### config.mk
export PLATFORM = sky130hd
export DESIGN_NAME = pcm_frame_linear_resampler_top
export DESIGN_NICKNAME = d
export VERILOG_FILES = /design/src/pflr_pkg.sv /design/src/pflr_datapath.sv /design/src/pflr_ctrl.sv /design/src/pcm_frame_linear_resampler_top.sv
export VERILOG_INCLUDE_DIRS = /design/src /design/src/src
export SDC_FILE = /design/constraint.sdc
export NUM_CORES = 1
export LEC_CHECK = 0
export ABC_AREA = 1
export BUFFER_PORTS_ARGS = -buffer_cell sky130_fd_sc_hd__buf_2
export CAP_MARGIN = 15
export CORE_AREA = 2 2 260 262
export CTS_CLUSTER_SIZE = 14
export DETAILED_ROUTE_END_ITERATION = 10
export DIE_AREA = 0 0 262 264
export GPL_TIMING_DRIVEN = 0
export MAX_ROUTING_LAYER = met4
export SYNTH_ARGS = -nofsm -noshare
export SYNTH_HDL_FRONTEND = slang
export SYNTH_SLANG_ARGS = --single-unit
export TNS_END_PERCENT = 100
### constraint.sdc
create_clock -name i_clk -period 6.9 [get_ports i_clk]
set_input_delay 1.38 -clock i_clk [delete_from_list [all_inputs] [get_ports i_clk]]
set_output_delay 1.38 -clock i_clk [all_outputs]
set_load 0.03 [all_outputs]
### src/pcm_frame_linear_resampler_top_assert.svh
// Assertion macros used by the resampler controller.
`ifndef PCM_FRAME_LINEAR_RESAMPLER_TOP_ASSERT_SVH
`define PCM_FRAME_LINEAR_RESAMPLER_TOP_ASSERT_SVH

// Checked only out of reset.
`define PFLR_ASSERT(lbl, clk, rst_n, prop, msg) \
    lbl: assert property (@(posedge clk) disable iff (!rst_n) prop) else $error(msg);

// Checked on every edge, reset included.
`define PFLR_ASSERT_ALWAYS(lbl, clk, prop, msg) \
    lbl: assert property (@(posedge clk) prop) else $error(msg);

`endif

### src/pflr_pkg.sv
// Shared constants and control types of the PCM frame linear resampler.
package pflr_pkg;

    localparam int unsigned PhaseW   = 23;
    localparam int unsigned StepW    = 22;
    localparam int unsigned CntW     = 6;
    localparam int unsigned CfgIdxW  = 8;
    localparam int unsigned CfgDataW = 32;

    localparam logic [PhaseW-1:0] ONE_FP   = 23'h01_0000;
    localparam logic [StepW-1:0]  MIN_STEP = 22'd1024;
    localparam logic [CntW-1:0]   CNT_LAST = 6'd63;

    localparam logic [CfgIdxW-1:0] REG_SAMPLE_DEPTH    = 8'd0;
    localparam logic [CfgIdxW-1:0] REG_SOURCE_CHANNELS = 8'd1;
    localparam logic [CfgIdxW-1:0] REG_STEREO_OUT      = 8'd2;
    localparam logic [CfgIdxW-1:0] REG_PHASE_STEP      = 8'd3;

    localparam logic [1:0] DEPTH_8  = 2'd0;
    localparam logic [1:0] DEPTH_16 = 2'd1;
    localparam logic [1:0] DEPTH_24 = 2'd2;
    localparam logic [1:0] DEPTH_32 = 2'd3;

    typedef struct packed {
        logic load;
        logic emit;
        logic cfg_wr;
    } t_dp_cmd;

    typedef struct packed {
        logic primed;
        logic phase_lt_one;
        logic last;
    } t_dp_status;

endpackage

### src/pflr_datapath.sv
// Datapath: configuration registers, sample decode, window, phase and interpolation.
module pflr_datapath
    import pflr_pkg::*;
(
    input  logic                       i_clk,
    input  logic                       i_rst_n,
    input  t_dp_cmd                    i_cmd,
    input  logic [CfgIdxW-1:0]         i_cfg_index,
    input  logic [CfgDataW-1:0]        i_cfg_data,
    input  logic [31:0]                i_left_raw,
    input  logic [31:0]                i_right_raw,
    output t_dp_status                 o_status,
    output logic signed [15:0]         o_out_left,
    output logic signed [15:0]         o_out_right,
    output logic                       o_last
);

    function automatic logic signed [15:0] f_decode(input logic [1:0] depth,
                                                    input logic [31:0] raw);
        logic signed [15:0] v;
        unique case (depth)
            DEPTH_8:  v = {~raw[7], raw[6:0], 8'h00};
            DEPTH_16: v = raw[15:0];
            DEPTH_24: v = raw[23:8];
            DEPTH_32: v = raw[31:16];
            default:  v = raw[15:0];
        endcase
        return v;
    endfunction

    // p + floor((n - p) * t / 256)
    function automatic logic signed [15:0] f_lerp(input logic signed [15:0] p,
                                                  input logic signed [15:0] n,
                                                  input logic [7:0] t);
        logic signed [16:0] d;
        logic signed [25:0] x;
        logic signed [17:0] sh;
        d  = 17'(n) - 17'(p);
        x  = 26'(d) * 26'($signed({1'b0, t}));
        sh = 18'(x >>> 8);
        return p + sh[15:0];
    endfunction

    logic [1:0]          r_sample_depth;
    logic [1:0]          r_source_channels;
    logic                r_stereo_out;
    logic [StepW-1:0]    r_phase_step;

    logic                r_primed;
    logic                r_have_pair;
    logic [PhaseW-1:0]   r_phase;
    logic [CntW-1:0]     r_cnt;
    logic signed [15:0]  r_prev_l, r_prev_r, r_next_l, r_next_r;
    logic signed [15:0]  r_out_l, r_out_r;
    logic                r_last;

    logic signed [15:0]  w_a, w_b, w_l, w_r, w_mono;
    logic signed [16:0]  w_sum, w_sum_adj;
    logic [StepW-1:0]    w_step;
    logic [PhaseW-1:0]   w_phase_nx;
    logic                w_cfg_hit;

    always_comb begin
        w_a       = f_decode(r_sample_depth, i_left_raw);
        w_b       = f_decode(r_sample_depth, i_right_raw);
        w_sum     = 17'(w_a) + 17'(w_b);
        // average truncating toward zero
        w_sum_adj = w_sum + 17'(w_sum[16] & w_sum[0]);
        w_mono    = 16'(w_sum_adj >>> 1);
        if (!r_source_channels[1]) begin
            w_l = w_a;
            w_r = w_a;
        end else if (!r_stereo_out) begin
            w_l = w_mono;
            w_r = w_mono;
        end else begin
            w_l = w_a;
            w_r = w_b;
        end
        w_step     = (r_phase_step < MIN_STEP) ? MIN_STEP : r_phase_step;
        w_phase_nx = r_phase + PhaseW'(w_step);
        w_cfg_hit  = i_cmd.cfg_wr && (i_cfg_index == REG_SAMPLE_DEPTH ||
                     i_cfg_index == REG_SOURCE_CHANNELS || i_cfg_index == REG_STEREO_OUT ||
                     i_cfg_index == REG_PHASE_STEP);
    end

    always_ff @(posedge i_clk) begin
        if (!i_rst_n) begin
            r_sample_depth    <= DEPTH_16;
            r_source_channels <= 2'd1;
            r_stereo_out      <= 1'b0;
            r_phase_step      <= StepW'(ONE_FP);
            r_primed          <= 1'b0;
            r_have_pair       <= 1'b0;
            r_phase           <= '0;
            r_cnt             <= '0;
            r_prev_l          <= '0;
            r_prev_r          <= '0;
            r_next_l          <= '0;
            r_next_r          <= '0;
        end else if (w_cfg_hit) begin
            case (i_cfg_index)
                REG_SAMPLE_DEPTH:    r_sample_depth    <= i_cfg_data[1:0];
                REG_SOURCE_CHANNELS: r_source_channels <= i_cfg_data[1:0];
                REG_STEREO_OUT:      r_stereo_out      <= i_cfg_data[0];
                default:             r_phase_step      <= i_cfg_data[StepW-1:0];
            endcase
            r_primed    <= 1'b0;
            r_have_pair <= 1'b0;
            r_phase     <= '0;
            r_prev_l    <= '0;
            r_prev_r    <= '0;
            r_next_l    <= '0;
            r_next_r    <= '0;
        end else if (i_cmd.load) begin
            r_cnt <= '0;
            if (!r_primed) begin
                r_prev_l <= w_l;
                r_prev_r <= w_r;
                r_next_l <= w_l;
                r_next_r <= w_r;
                r_phase  <= '0;
                r_primed <= 1'b1;
            end else if (!r_have_pair) begin
                r_next_l    <= w_l;
                r_next_r    <= w_r;
                r_have_pair <= 1'b1;
            end else begin
                r_prev_l <= r_next_l;
                r_prev_r <= r_next_r;
                r_next_l <= w_l;
                r_next_r <= w_r;
                r_phase  <= r_phase - ONE_FP;
            end
        end else if (i_cmd.emit) begin
            r_phase <= w_phase_nx;
            r_cnt   <= r_cnt + CntW'(1);
        end
    end

    always_ff @(posedge i_clk) begin
        if (i_cmd.emit) begin
            r_out_l <= f_lerp(r_prev_l, r_next_l, r_phase[15:8]);
            r_out_r <= r_stereo_out ? f_lerp(r_prev_r, r_next_r, r_phase[15:8]) : 16'sd0;
            r_last  <= (w_phase_nx >= ONE_FP) || (r_cnt == CNT_LAST);
        end
    end

    assign o_status.primed       = r_primed;
    assign o_status.phase_lt_one = (r_phase < ONE_FP);
    assign o_status.last         = r_last;
    assign o_out_left            = r_out_l;
    assign o_out_right           = r_out_r;
    assign o_last                = r_last;

endmodule

### src/pflr_ctrl.sv
// Controller: sequences frame load, result generation and output handshake.
`include "pcm_frame_linear_resampler_top_assert.svh"

module pflr_ctrl
    import pflr_pkg::*;
(
    input  logic       i_clk,
    input  logic       i_rst_n,
    input  logic       i_in_valid,
    output logic       o_in_stall,
    output logic       o_out_valid,
    input  logic       i_out_stall,
    input  logic       i_cfg_valid,
    input  t_dp_status i_status,
    output t_dp_cmd    o_cmd
);

    typedef enum logic [1:0] {
        S_IDLE,
        S_CHECK,
        S_OUT
    } t_state;

    t_state r_state;
    logic   r_out_valid;
    logic   w_in_acc;
    logic   w_out_acc;

    always_comb begin
        w_in_acc     = i_in_valid && (r_state == S_IDLE);
        w_out_acc    = r_out_valid && !i_out_stall;
        o_cmd.load   = w_in_acc;
        o_cmd.emit   = ((r_state == S_CHECK) && i_status.phase_lt_one) ||
                       ((r_state == S_OUT) && w_out_acc && !i_status.last);
        o_cmd.cfg_wr = i_cfg_valid;
    end

    always_ff @(posedge i_clk) begin
        if (!i_rst_n) begin
            r_state     <= S_IDLE;
            r_out_valid <= 1'b0;
        end else begin
            unique case (r_state)
                S_IDLE: begin
                    if (w_in_acc && i_status.primed) begin
                        r_state <= S_CHECK;
                    end
                end
                S_CHECK: begin
                    if (i_status.phase_lt_one) begin
                        r_state     <= S_OUT;
                        r_out_valid <= 1'b1;
                    end else begin
                        r_state <= S_IDLE;
                    end
                end
                S_OUT: begin
                    if (w_out_acc && i_status.last) begin
                        r_state     <= S_IDLE;
                        r_out_valid <= 1'b0;
                    end
                end
                default: begin
                    r_state     <= S_IDLE;
                    r_out_valid <= 1'b0;
                end
            endcase
        end
    end

    assign o_in_stall  = (r_state != S_IDLE);
    assign o_out_valid = r_out_valid;

    `PFLR_ASSERT(a_valid_in_out, i_clk, i_rst_n, r_out_valid |-> (r_state == S_OUT), "valid outside output state")
    `PFLR_ASSERT(a_load_to_check, i_clk, i_rst_n, (w_in_acc && i_status.primed) |=> (r_state == S_CHECK), "primed load did not start work")
    `PFLR_ASSERT(a_last_to_idle, i_clk, i_rst_n, (w_out_acc && i_status.last) |=> (r_state == S_IDLE && !r_out_valid), "last word did not end item")
    `PFLR_ASSERT_ALWAYS(a_reset_clears, i_clk, !i_rst_n |=> !r_out_valid, "valid after reset")

endmodule

### src/pcm_frame_linear_resampler_top.sv
// Top level of the PCM frame linear resampler.
//
//  channel  direction  handshake             words
//  in       sink       i_in_valid/o_in_stall  i_left_raw, i_right_raw
//  out      source     o_out_valid/i_out_stall o_out_left, o_out_right, o_last
//  cfg      sink       i_cfg_valid/o_cfg_ready i_cfg_index, i_cfg_data
//
// A frame is loaded and its phase checked, then the left and right lerp multipliers
// give one interpolated word per cycle while the output is not stalled. A priming
// frame is only loaded; a frame with no result is loaded, checked and dropped.
// Input is stalled from the load until the last word is taken. Reset is
// synchronous, active low, and restores register defaults and clears state.
module pcm_frame_linear_resampler_top
    import pflr_pkg::*;
(
    input  logic                i_clk,
    input  logic                i_rst_n,
    input  logic                i_in_valid,
    output logic                o_in_stall,
    input  logic [31:0]         i_left_raw,
    input  logic [31:0]         i_right_raw,
    output logic                o_out_valid,
    input  logic                i_out_stall,
    output logic signed [15:0]  o_out_left,
    output logic signed [15:0]  o_out_right,
    output logic                o_last,
    input  logic                i_cfg_valid,
    output logic                o_cfg_ready,
    input  logic [CfgIdxW-1:0]  i_cfg_index,
    input  logic [CfgDataW-1:0] i_cfg_data
);

    t_dp_cmd    w_cmd;
    t_dp_status w_status;

    pflr_ctrl u_ctrl (
        .i_clk       (i_clk),
        .i_rst_n     (i_rst_n),
        .i_in_valid  (i_in_valid),
        .o_in_stall  (o_in_stall),
        .o_out_valid (o_out_valid),
        .i_out_stall (i_out_stall),
        .i_cfg_valid (i_cfg_valid),
        .i_status    (w_status),
        .o_cmd       (w_cmd)
    );

    pflr_datapath u_datapath (
        .i_clk       (i_clk),
        .i_rst_n     (i_rst_n),
        .i_cmd       (w_cmd),
        .i_cfg_index (i_cfg_index),
        .i_cfg_data  (i_cfg_data),
        .i_left_raw  (i_left_raw),
        .i_right_raw (i_right_raw),
        .o_status    (w_status),
        .o_out_left  (o_out_left),
        .o_out_right (o_out_right),
        .o_last      (o_last)
    );

    assign o_cfg_ready = 1'b1;

endmodule

==> results of run 1 <==
[flip-flops by register name (all words and copies together) (netlist names), 16 cells and up]
name / cells
u_datapath.r_phase: 23
u_datapath.r_phase_step: 22
u_datapath.o_out_left: 16
u_datapath.o_out_right: 16
u_datapath.r_next_l: 16
u_datapath.r_next_r: 16
u_datapath.r_prev_l: 16
u_datapath.r_prev_r: 16
[cell type report]
cell class | count | area share, %
clock buffer | 18 | 1.60
timing repair buffer | 280 | 6.94
inverter | 623 | 8.79
sequential | 157 | 13.2
buffer | 91 | 1.39
tap | 873 | 4.08
clock inverter | 14 | 0.495
multi-input combinational | 2211 | 63.5
[how the worst max path moves through the flow]
stage,start,endpoint,slack (ps),cells after the start
4_1_cts,u_datapath.r_next_r[0],u_datapath.o_out_right[12],-80,40
5_1_grt,u_datapath.r_next_l[0],u_datapath.o_out_left[15],-500,42
3_5_place_dp,u_datapath.r_prev_l[0],u_datapath.o_out_left[14],-1080,34
6_report,u_datapath.r_next_r[0],u_datapath.o_out_right[13],-120,38
3_3_place_gp,u_datapath.r_prev_r[0],u_datapath.o_out_right[13],-1070,34
2_1_floorplan,u_datapath.r_prev_l[4],u_datapath.o_out_left[14],10,39
[stage by stage]
stage          total power [uW]  utilization, %  TNS, ps
5_1_grt                    3700            40.2    -4380
3_5_place_dp               2120            35.2   -11800
3_3_place_gp               2120            35.2   -10990
4_1_cts                    3330            38.5     -444
2_1_floorplan              1800               -        0
6_report                   3490            40.2     -531
[repair_timing]
item	in CTS	in global routing
cloned	0	0
buffers inserted	96	59
setup endpoints to repair	21	19
gates resized for setup	226	183
pin swaps	135	180
[cell families (layout without fill, tap and decap cells)]
group           count (synthesis)  after routing
compound gates                535            535
xor+xnor                       88             88
fa+ha+maj                     401            401
buf+inv                       716           1026
flops                         157            157
other cells                     1              1
simple gates                 1186           1186
[cell usage after synthesis, types with 4 or more instances]
library cell	count	area share (%)
sky130_fd_sc_hd__nand2_1	640	11
sky130_fd_sc_hd__inv_1	607	11
sky130_fd_sc_hd__nor2_1	285	4.9
sky130_fd_sc_hd__a21oi_1	246	5.7
sky130_fd_sc_hd__fa_1	210	19
sky130_fd_sc_hd__ha_1	191	11
sky130_fd_sc_hd__o21ai_0	144	3.3
sky130_fd_sc_hd__nand3_1	127	2.9
sky130_fd_sc_hd__dfxtp_1	124	11
sky130_fd_sc_hd__clkbuf_1	72	1.2
sky130_fd_sc_hd__xor2_1	53	2.1
sky130_fd_sc_hd__edfxtp_1	33	4.6
sky130_fd_sc_hd__xnor2_1	33	1.3
sky130_fd_sc_hd__o211ai_1	31	1.1
sky130_fd_sc_hd__nand4_1	26	0.75
sky130_fd_sc_hd__or2_2	24	0.69
sky130_fd_sc_hd__buf_2	18	0.42
sky130_fd_sc_hd__a21o_1	17	0.59
sky130_fd_sc_hd__nand2_2	17	0.49
sky130_fd_sc_hd__nor3_1	17	0.39
sky130_fd_sc_hd__a31oi_1	14	0.40
sky130_fd_sc_hd__a221oi_1	13	0.53
sky130_fd_sc_hd__a211oi_1	11	0.38
sky130_fd_sc_hd__o21a_1	10	0.35
sky130_fd_sc_hd__clkinv_1	9	0.16
sky130_fd_sc_hd__nor2_2	9	0.26
sky130_fd_sc_hd__o21ai_1	9	0.21
sky130_fd_sc_hd__nand3_2	8	0.37
sky130_fd_sc_hd__nor4_1	8	0.23
sky130_fd_sc_hd__o221ai_1	8	0.32
sky130_fd_sc_hd__inv_2	7	0.12
sky130_fd_sc_hd__nand3b_1	7	0.24
sky130_fd_sc_hd__o21bai_1	7	0.24
sky130_fd_sc_hd__a21oi_2	6	0.24
sky130_fd_sc_hd__and2_1	4	0.12
[power by group]
part / total (uW) / switching, uW / internal [uW]
Combinational: 1510 / 904 / 601
Clock: 946 / 444 / 502
Sequential: 1040 / 58.5 / 984
[metal layers]
layer	share of wire (%)	vias up
li1	-	10300
met1	44	9862
met2	47	564
met3	5.4	106
met4	3.5	0
met5	0	-
[critical path: cells and delay by family, from the launching register on]
family / cells / cell delay (ps)
AOI/OAI and AO/OA: 11 / 1610
xor gates and xnor gates: 2 / 360
adders and majority gates: 8 / 3120
DFF: 1 / 350
buffers and inverters: 8 / 630
and+or+nand+nor: 9 / 800
==> metrics.cfg, run 1 <==
[global_route]
grt_util_met1_pct = 26.2
met2_usage_pct = 33.0
global_route_wire_length_before_repair_mm = 108
antenna_violations_before_repair = 0
grt_util_met3_pct = 3.20
grt_start_max_net_pins = 27
gr-usage-all-layers_pct = 20.6
total_overflow_reported_by_the_global_router = 0
grt_pass1_vias = 20500
gr-max-usage-layer = met2

[worst_hold_path]
min_delay_path_depth = 2
whs_endpoint = u_datapath.r_phase_step[9]
timing.hold.worst.start = u_datapath.r_phase_step[9]
hold_path.class = flip-flop to flip-flop

[logic_synthesis]
postSynthNetCount = 3594
synth_edf_count = 33
ys_types = 58
syn_area_per_cell_um2 = 7.03
cell_area_after_synthesis_um2 = 21700
main_combinational_cell_family_by_area_after_synthesis = adder cells
async_flop_share_pct = 0
synth_top_flop_cell = sky130_fd_sc_hd__dfxtp_1
multiplexer_share_of_the_synthesized_area_pct = 0
ys_ff_latch = 157
synth_sequential_area_ratio_pct = 16.0
synth_xor_xnor_area_share_pct = 3.68
yosys.area_share.adder_pct = 30.4
ys.warnings.count = 0
synth_simple_gate_area_share_pct = 23.3
post_synth_inst_count = 3084
synth-compound-area-share_pct = 14.1

[sta]
fin_skew_ps = 18.0
fin_hold_ws_ps = 454
slew_headroom_pct = 43.2
unrepaired_setup_endpoints_after_global_routing = yes
minimum_clock_period_ps = 7020
setup_viol = 8
post-route-period-util_pct = 102
fmax_ghz = 0.142
final_max_slew_viols = 0
timing_worst_slew_pin_value_ps = 853
finalHoldViolCount = 0
fin_ws_ps = -125

[floorplanning]
die_area_um2 = 69200
std_cell_rows = 95
core_region_area_um2 = 66600
starting_density_of_the_core_pct = 32.6
die-height_um = 264
die_x_um = 262
num_io_pins = 145

[clock_tree]
cts_buf_count = 17
clock_tree.buffer_depth = 2
ctsRootBufferMaster = sky130_fd_sc_hd__clkbuf_16
clk_transition_reported_paths_ps = 70
worst_skew_pair_latency_ps = 480
holdBufCountCts = 0
clock-sinks = 157
h-tree-depth = 4
cts_tree = built

[worst_setup_path]
crit_reg_reg_endpoint = u_datapath.o_out_right[13]
criticalPathCategory = flip-flop to flip-flop
worstSetupEndpointType = flip-flop
arr_time_crit_path_ps = 7360
crit_path_max_incr_delay_ps = 540
critPathMaxFanout = 4
critical_path.slowest_cell = sky130_fd_sc_hd__fa_1
worstRegToRegCells = 38
start_kind = flip-flop
cp_data_required_time_ps = 7240
reg2reg_from = u_datapath.r_next_r[0]
reg2reg_setup_slack_ps = -120
cp_common_cell = sky130_fd_sc_hd__nand2_2

[layout]
final_layout_size_suffix_gt1_share_pct = 21.1
mostFrequentLayoutCell = sky130_fd_sc_hd__nand2_1
layout.cells.most_common_list = sky130_fd_sc_hd__nand2_1, sky130_fd_sc_hd__inv_1, sky130_fd_sc_hd__nor2_1
fin_cells = 4267
design.final.nets = 3891
area_of_the_multi_input_gates_um2 = 17000
area_growth_syn_to_layout_pct = 23.6
fillCellCount = 6960
area.sequential_um2 = 3540
layout.cell_area.non_filler_um2 = 26800
num_antenna_cells = 0

[detailed_routing]
vias = 20900
drt-initial-drc-count = 1513
drt_first_pass_iters = 6
wl_mm = 69.2
drc = 0
drtAntennaViolNets = 0
detail_route.wl_per_cell_um = 16.2
drt-vias-per-instance = 4.89

[placement]
placement.setup.worst_slack_ps = -1080
portBuffers = 133
place_congestion = 0.969
placed_area_um2 = 23500
dp_hpwl_mm = 55.0
placed_cells_incl_taps = 4091

[power]
worst_vdd_drop_v = 0.000233
power.density_cell_area_nw_per_um2 = 130
total_leakage_power_uw = 0.0133

[status]
violations_in_the_final_reports = setup timing
run_status = finished with violations

[flow_run]
maxCapViolations = 0

Power figures use the tool's default switching activity.
==> inputs of run 2 (changes only) <==
- ABC_AREA: 1 -> unset
- CAP_MARGIN: 15 -> unset
- CORE_AREA: 2 2 260 262 -> 2 2 256 258
- DIE_AREA: 0 0 262 264 -> 0 0 258 260
==> metrics.cfg, run 2 <==
[status]
run_status = finished with violations
violations_in_the_final_reports = setup timing

[worst_setup_path]
critical_path.slowest_cell = sky130_fd_sc_hd__fa_1
worstSetupEndpointType = flip-flop
criticalPathCategory = flip-flop to flip-flop
critPathMaxFanout = 2  ; -2
cp_data_required_time_ps = 7240  ; about the same
crit_path_max_incr_delay_ps = 500  ; -40 ps
start_kind = flip-flop
arr_time_crit_path_ps = 8110  ; +750 ps
cp_common_cell = sky130_fd_sc_hd__fa_1

[global_route]
global_route_wire_length_before_repair_mm = 98.4  ; -9.0%
antenna_violations_before_repair = 1  ; +1
gr-usage-all-layers_pct = 19.2  ; -1.4 points
grt_start_max_net_pins = 25  ; -7.4%
grt_pass1_vias = 17900  ; -13%
total_overflow_reported_by_the_global_router = 0  ; unchanged

[sta]
unrepaired_setup_endpoints_after_global_routing = yes
fin_ws_ps = -862  ; -737 ps
setup_viol = 13  ; +5
fmax_ghz = 0.129  ; -9.5%
finalHoldViolCount = 0  ; unchanged
fin_skew_ps = 9.30  ; -8.72 ps
minimum_clock_period_ps = 7760  ; +737 ps
timing_worst_slew_pin_value_ps = 939  ; +86.1 ps
final_max_slew_viols = 0  ; unchanged
post-route-period-util_pct = 112  ; +11 points
slew_headroom_pct = 37.0  ; -6.2 points
setup_total_negative_slack_ps = -5470  ; -4940 ps

[power]
total_leakage_power_uw = 0.0117  ; -11%
power.density_cell_area_nw_per_um2 = 135  ; +3.1%
worst_vdd_drop_v = 0.000156  ; -33%
post-layout-total-power_uw = 3460  ; -0.99%

[logic_synthesis]
ys_types = 94  ; +62%
post_synth_inst_count = 2569  ; -17%
synthTopCellsByCount = sky130_fd_sc_hd__inv_1, sky130_fd_sc_hd__nand2_1, sky130_fd_sc_hd__fa_1
yosys-top-cells-area = sky130_fd_sc_hd__fa_1, sky130_fd_sc_hd__dfxtp_1, sky130_fd_sc_hd__ha_1
synth_edf_count = 33  ; unchanged
yosysMostFrequentCell = sky130_fd_sc_hd__inv_1
synth_sequential_area_ratio_pct = 16.5  ; +0.52 points
yosys.area.top_type_share_pct = 20.0  ; +0.63 points
syn_area_per_cell_um2 = 8.17  ; +16%
synth_top_flop_cell = sky130_fd_sc_hd__dfxtp_1
synth.largest_area_cell = sky130_fd_sc_hd__fa_1
async_flop_share_pct = 0  ; unchanged
cell_area_after_synthesis_um2 = 21000  ; -3.1%
ys.warnings.count = 0  ; unchanged
postSynthNetCount = 3079  ; -14%
ys_ff_latch = 157  ; unchanged

[layout]
num_antenna_cells = 0  ; unchanged
largestRegisters = u_datapath.r_phase x23, u_datapath.r_phase_step x22
layout.cells.most_common_list = sky130_fd_sc_hd__inv_1, sky130_fd_sc_hd__nand2_1, sky130_fd_sc_hd__fa_1
final_layout_size_suffix_gt1_share_pct = 19.9  ; -1.2 points
area_growth_syn_to_layout_pct = 22.5
design.final.nets = 3356  ; -14%
largest_register_ff_count = 23  ; unchanged
final_util_pct = 40.1  ; -0.13 points
fin_cells = 3714  ; -13%
fillCellCount = 6460  ; -7.2%
registers.top_by_ff_count = u_datapath.r_phase
mostFrequentLayoutCell = sky130_fd_sc_hd__inv_1

[floorplanning]
std_cell_rows = 93  ; -2.1%
core_region_area_um2 = 64100  ; -3.7%
starting_density_of_the_core_pct = 32.7  ; +0.18 points
die-height_um = 260  ; -1.5%
die_area_um2 = 67100  ; -3.0%
num_io_pins = 145  ; unchanged
die_x_um = 258  ; -1.5%

[clock_tree]
cts_buf_count = 17  ; unchanged
h-tree-depth = 4  ; unchanged
worst_skew_pair_latency_ps = 490  ; about the same
ctsRootBufferMaster = sky130_fd_sc_hd__clkbuf_16
clock_tree.buffer_depth = 2  ; unchanged
cts_tree = built
clk_transition_reported_paths_ps = 80  ; about the same
holdBufCountCts = 0  ; unchanged
clock-sinks = 157  ; unchanged

[flow_run]
maxCapViolations = 0  ; unchanged

[detailed_routing]
drt-vias-per-instance = 5.06  ; +3.4%
detail_route.wl_per_cell_um = 17.0  ; +4.8%
drc = 0  ; unchanged
drtAntennaViolNets = 0  ; unchanged
drt_first_pass_iters = 6  ; unchanged
drt-initial-drc-count = 1199  ; -21%
wl_mm = 63.2  ; -8.8%
vias = 18800  ; -10%

[placement]
placement.setup.worst_slack_ps = -1410  ; -337 ps
place_congestion = 0.916  ; -5.4%
placed_cells_incl_taps = 3558  ; -13%
portBuffers = 133  ; unchanged
dp_hpwl_mm = 50.2  ; -8.7%

[worst_hold_path]
hold_path.class = flip-flop to flip-flop

-- run 2: kinds of logic (layout without fill, tap and decap cells) --
kind of cell | Yosys count | after routing | share of synthesized area, %
and+or+nand+nor | 844 | 844 | 19.5
AOI/OAI and AO/OA | 517 | 517 | 16.2
buffers and inverters | 482 | 772 | 8.69
adders and majority gates | 401 | 401 | 31.4
DFF | 157 | 157 | 16.5
xor gates and xnor gates | 119 | 119 | 5.13
muxes | 48 | 48 | 2.49
other | 1 | 1 | 0.0179
-- run 2: area by class of cell --
cell class	count	area (um2)	share of cell area [%]
Timing Repair Buffer	260	1720	6.68
Inverter	371	1390	5.42
Clock inverter	13	124	0.482
Clock buffer	19	443	1.72
Tap cell	855	1070	4.16
Multi-Input combinational cell	1930	17000	66.2
Buffer	109	424	1.65
Sequential cell	157	3520	13.7
-- run 2: report_power, final --
group          internal (uW)  leakage [uW]  switching, uW  total (uW)
combinational            652        0.0101            804        1460
sequential               979       0.00135           52.7        1030
clock                    486      0.000280            485         971
-- run 2: critical path, delay by kind of cell (launching register included) --
| family | cells | cell delay [ps] |
|---|---|---|
| compound gates | 13 | 2160 |
| fa+ha+maj | 8 | 2910 |
| buf+inv | 6 | 500 |
| simple gates | 7 | 1070 |
| flops | 1 | 350 |
| xor+xnor | 3 | 610 |
-- run 2: routing by layer --
layer  vias up  global-route usage (%)  part of all wire, %
li1       9117                       -                    -
met1      9034                    25.2                   45
met2       530                    31.1                   47
met3       100                    1.85                  4.5
met4         0                    6.17                  3.1
met5         -                       -                    0
-- run 2: through the flow --
step           hold slack [ps]  cell area (um2)
2_1_floorplan              432            21500
6_report                   454            25700
3_3_place_gp               439            23200
3_5_place_dp               445            23200
5_1_grt                    468            25700
4_1_cts                    456            24900
-- run 2: worst paths after layout --
kind | endpoint | startpoint | slack, ps | cells after the start
worst min-delay path | u_datapath.r_phase_step[5] | u_datapath.r_phase_step[5] | 450 | 2
worst min register to register | u_datapath.r_phase_step[5] | u_datapath.r_phase_step[5] | 450 | 2
worst max-delay path | u_datapath.o_out_right[15] | u_datapath.r_next_r[0] | -860 | 37
worst max register to register | u_datapath.o_out_right[15] | u_datapath.r_next_r[0] | -860 | 37
-- run 2: repair_timing --
item / 4_1_cts / 5_1_grt
pin swaps: 92 / 105
setup endpoints to repair: 21 / 23
setup buffers: 86 / 40
gates resized for setup: 107 / 97
cloned: 0 / 0
==> inputs of run 3 (changes only) <==
- ABC_AREA: unset -> 1
- CORE_AREA: 2 2 256 258 -> 2 2 260 262
- DIE_AREA: 0 0 258 260 -> 0 0 262 264
==> metrics.cfg, run 3 (synthesis gave the netlist of run 1 again) <==
[worst_hold_path]
min_delay_path_depth = 2  ; unchanged
hold_path.class = flip-flop to flip-flop

[sta]
setup_total_negative_slack_ps = -531  ; +4940 ps
setup_viol = 8  ; -5
finalHoldViolCount = 0  ; unchanged
fmax_ghz = 0.142  ; +10%
unrepaired_setup_endpoints_after_global_routing = yes
fin_skew_ps = 18.0  ; +8.72 ps
fin_hold_ws_ps = 454  ; +0.0380 ps
post-route-period-util_pct = 102  ; -11 points
timing_worst_slew_pin_value_ps = 853  ; -86.1 ps
minimum_clock_period_ps = 7020  ; -737 ps
final_max_slew_viols = 0  ; unchanged
slew_headroom_pct = 43.2  ; +6.2 points
fin_ws_ps = -125  ; +737 ps

[layout]
largestRegisters = u_datapath.r_phase x23, u_datapath.r_phase_step x22
layout.cells.most_common_list = sky130_fd_sc_hd__nand2_1, sky130_fd_sc_hd__inv_1, sky130_fd_sc_hd__nor2_1
fillCellCount = 6960  ; +7.7%
area_growth_syn_to_layout_pct = 23.6
design.final.nets = 3891  ; +16%
num_antenna_cells = 0  ; unchanged
registers.top_by_ff_count = u_datapath.r_phase
final_layout_size_suffix_gt1_share_pct = 21.1  ; +1.2 points
layout.cell_area.non_filler_um2 = 26800  ; +4.2%
mostFrequentLayoutCell = sky130_fd_sc_hd__nand2_1
largest_register_ff_count = 23  ; unchanged

[placement]
place_congestion = 0.969  ; +5.7%
portBuffers = 133  ; unchanged
dp_hpwl_mm = 55.0  ; +9.6%
placed_area_um2 = 23500  ; +0.99%

[floorplanning]
core_region_area_um2 = 66600  ; +3.8%
starting_density_of_the_core_pct = 32.6  ; -0.18 points
die_area_um2 = 69200  ; +3.1%
num_io_pins = 145  ; unchanged
die-height_um = 264  ; +1.5%
std_cell_rows = 95  ; +2.2%
die_x_um = 262  ; +1.6%

[worst_setup_path]
reg2reg_from = u_datapath.r_next_r[0]
reg2reg_setup_slack_ps = -120  ; +740 ps
critPathMaxFanout = 4  ; +2
criticalPathCategory = flip-flop to flip-flop
crit_reg_reg_endpoint = u_datapath.o_out_right[13]
crit_path_max_incr_delay_ps = 540  ; +40 ps
worstSetupEndpointType = flip-flop
start_kind = flip-flop
cp_common_cell = sky130_fd_sc_hd__nand2_2
endpoint_of_the_worst_setup_timing_path = u_datapath.o_out_right[13]
arr_time_crit_path_ps = 7360  ; -750 ps
critical_path.slowest_cell = sky130_fd_sc_hd__fa_1
worstRegToRegCells = 38  ; +2.7%
crit_start = u_datapath.r_next_r[0]
cp_data_required_time_ps = 7240  ; about the same

[global_route]
grt_start_max_net_pins = 27  ; +8.0%
global_route_wire_length_before_repair_mm = 108  ; +9.8%
grt_pass1_vias = 20500  ; +15%
total_overflow_reported_by_the_global_router = 0  ; unchanged
gr-usage-all-layers_pct = 20.6  ; +1.4 points
antenna_violations_before_repair = 0  ; -1

[status]
run_status = finished with violations
violations_in_the_final_reports = setup timing

[flow_run]
maxCapViolations = 0  ; unchanged

[clock_tree]
ctsRootBufferMaster = sky130_fd_sc_hd__clkbuf_16
holdBufCountCts = 0  ; unchanged
worst_skew_pair_latency_ps = 480  ; about the same
clock-sinks = 157  ; unchanged
cts_buf_count = 17  ; unchanged
clock_tree.buffer_depth = 2  ; unchanged
clk_transition_reported_paths_ps = 70  ; about the same
cts_tree = built
h-tree-depth = 4  ; unchanged

[power]
post-layout-total-power_uw = 3490  ; +1.0%
power.density_cell_area_nw_per_um2 = 130  ; -3.0%
worst_vdd_drop_v = 0.000233  ; +50%
total_leakage_power_uw = 0.0133  ; +13%

[detailed_routing]
drtAntennaViolNets = 0  ; unchanged
drt-initial-drc-count = 1513  ; +26%
vias = 20900  ; +11%
drt_first_pass_iters = 6  ; unchanged
detail_route.wl_per_cell_um = 16.2  ; -4.6%
drt-vias-per-instance = 4.89  ; -3.3%
wl_mm = 69.2  ; +9.6%
drc = 0  ; unchanged

[run 3: cell count changes in the layout (fill, tap and decap cells not counted), moves of 27 or more]
| cell | before | now |
|---|---|---|
| sky130_fd_sc_hd__nand2_2 | 12 | 61 |
| sky130_fd_sc_hd__nor2_1 | 157 | 268 |
| sky130_fd_sc_hd__inv_1 | 352 | 571 |
| sky130_fd_sc_hd__nand2_1 | 265 | 585 |
| sky130_fd_sc_hd__mux2i_1 | 32 | 0 |
| sky130_fd_sc_hd__and2_1 | 114 | 4 |
| sky130_fd_sc_hd__nor3_1 | 41 | 14 |
| sky130_fd_sc_hd__nor2b_1 | 33 | 0 |
| sky130_fd_sc_hd__xnor2_1 | 64 | 27 |
| sky130_fd_sc_hd__nand3_1 | 62 | 116 |
| sky130_fd_sc_hd__o21ai_0 | 77 | 120 |
| sky130_fd_sc_hd__clkbuf_1 | 98 | 68 |
| sky130_fd_sc_hd__a21oi_1 | 135 | 201 |
[run 3: area by class of cell]
cell class	count	area, um2	share of cell area (%)
Multi-Input combinational cell	2211	17000	63.5
Sequential cell	157	3540	13.2
Inverter	623	2350	8.79
Timing Repair Buffer	280	1860	6.94
Tap cell	873	1090	4.08
Clock buffer	18	429	1.60
Buffer	91	372	1.39
Clock inverter	14	133	0.495
[run 3: worst min path at each step]
stage	from	end	slack, ps
after global placement	u_datapath.r_phase_step[1]	u_datapath.r_phase_step[1]	440
after detailed placement	u_datapath.r_phase_step[9]	u_datapath.r_phase_step[9]	450
final	u_datapath.r_phase_step[9]	u_datapath.r_phase_step[9]	450
after floorplan	u_datapath.r_phase_step[0]	u_datapath.r_phase_step[0]	430
after CTS	u_datapath.r_phase_step[9]	u_datapath.r_phase_step[9]	460
after global routing	u_datapath.r_phase_step[0]	u_datapath.r_phase_step[0]	470
[run 3: repair_timing]
| action | 4_1_cts | 5_1_grt |
|---|---|---|
| endpoints found under the hold margin | 0 | 0 |
| resized for setup | 226 | 183 |
| endpoints found under the setup margin | 21 | 19 |
| buffers inserted | 96 | 59 |
| pin swaps | 135 | 180 |
[run 3: per-layer routing]
metal  GRT usage (%)  wire, um  vias up
li1                -         -    10300
met1            26.2     30400     9862
met2            33.0     32700      564
met3            3.20      3720      106
met4            7.22      2390        0
met5               -         0        -
[run 3: critical path, delay by kind of cell (launching register included)]
family	cells	cell delay [ps]
xor gates and xnor gates	2	360
and+or+nand+nor	9	800
buffers and inverters	8	630
AOI/OAI and AO/OA	11	1610
adders and majority gates	8	3120
DFF	1	350
[run 3: report_power, final]
group          total (uW)  switching, uW  internal (uW)
Sequential           1040           58.5            984
Combinational        1510            904            601
Clock                 946            444            502
[run 3: metrics by stage]
| step | util [%] | cells | worst slack, ps |
|---|---|---|---|
| after global placement | 35.2 | 4090 | -1070 |
| final | 40.2 | 4267 | -125 |
| after floorplan | - | 3084 | 9.58 |
| after global routing | 40.2 | 4267 | -498 |
| after CTS | 38.5 | 4215 | -83.5 |
| after detailed placement | 35.2 | 4091 | -1080 |
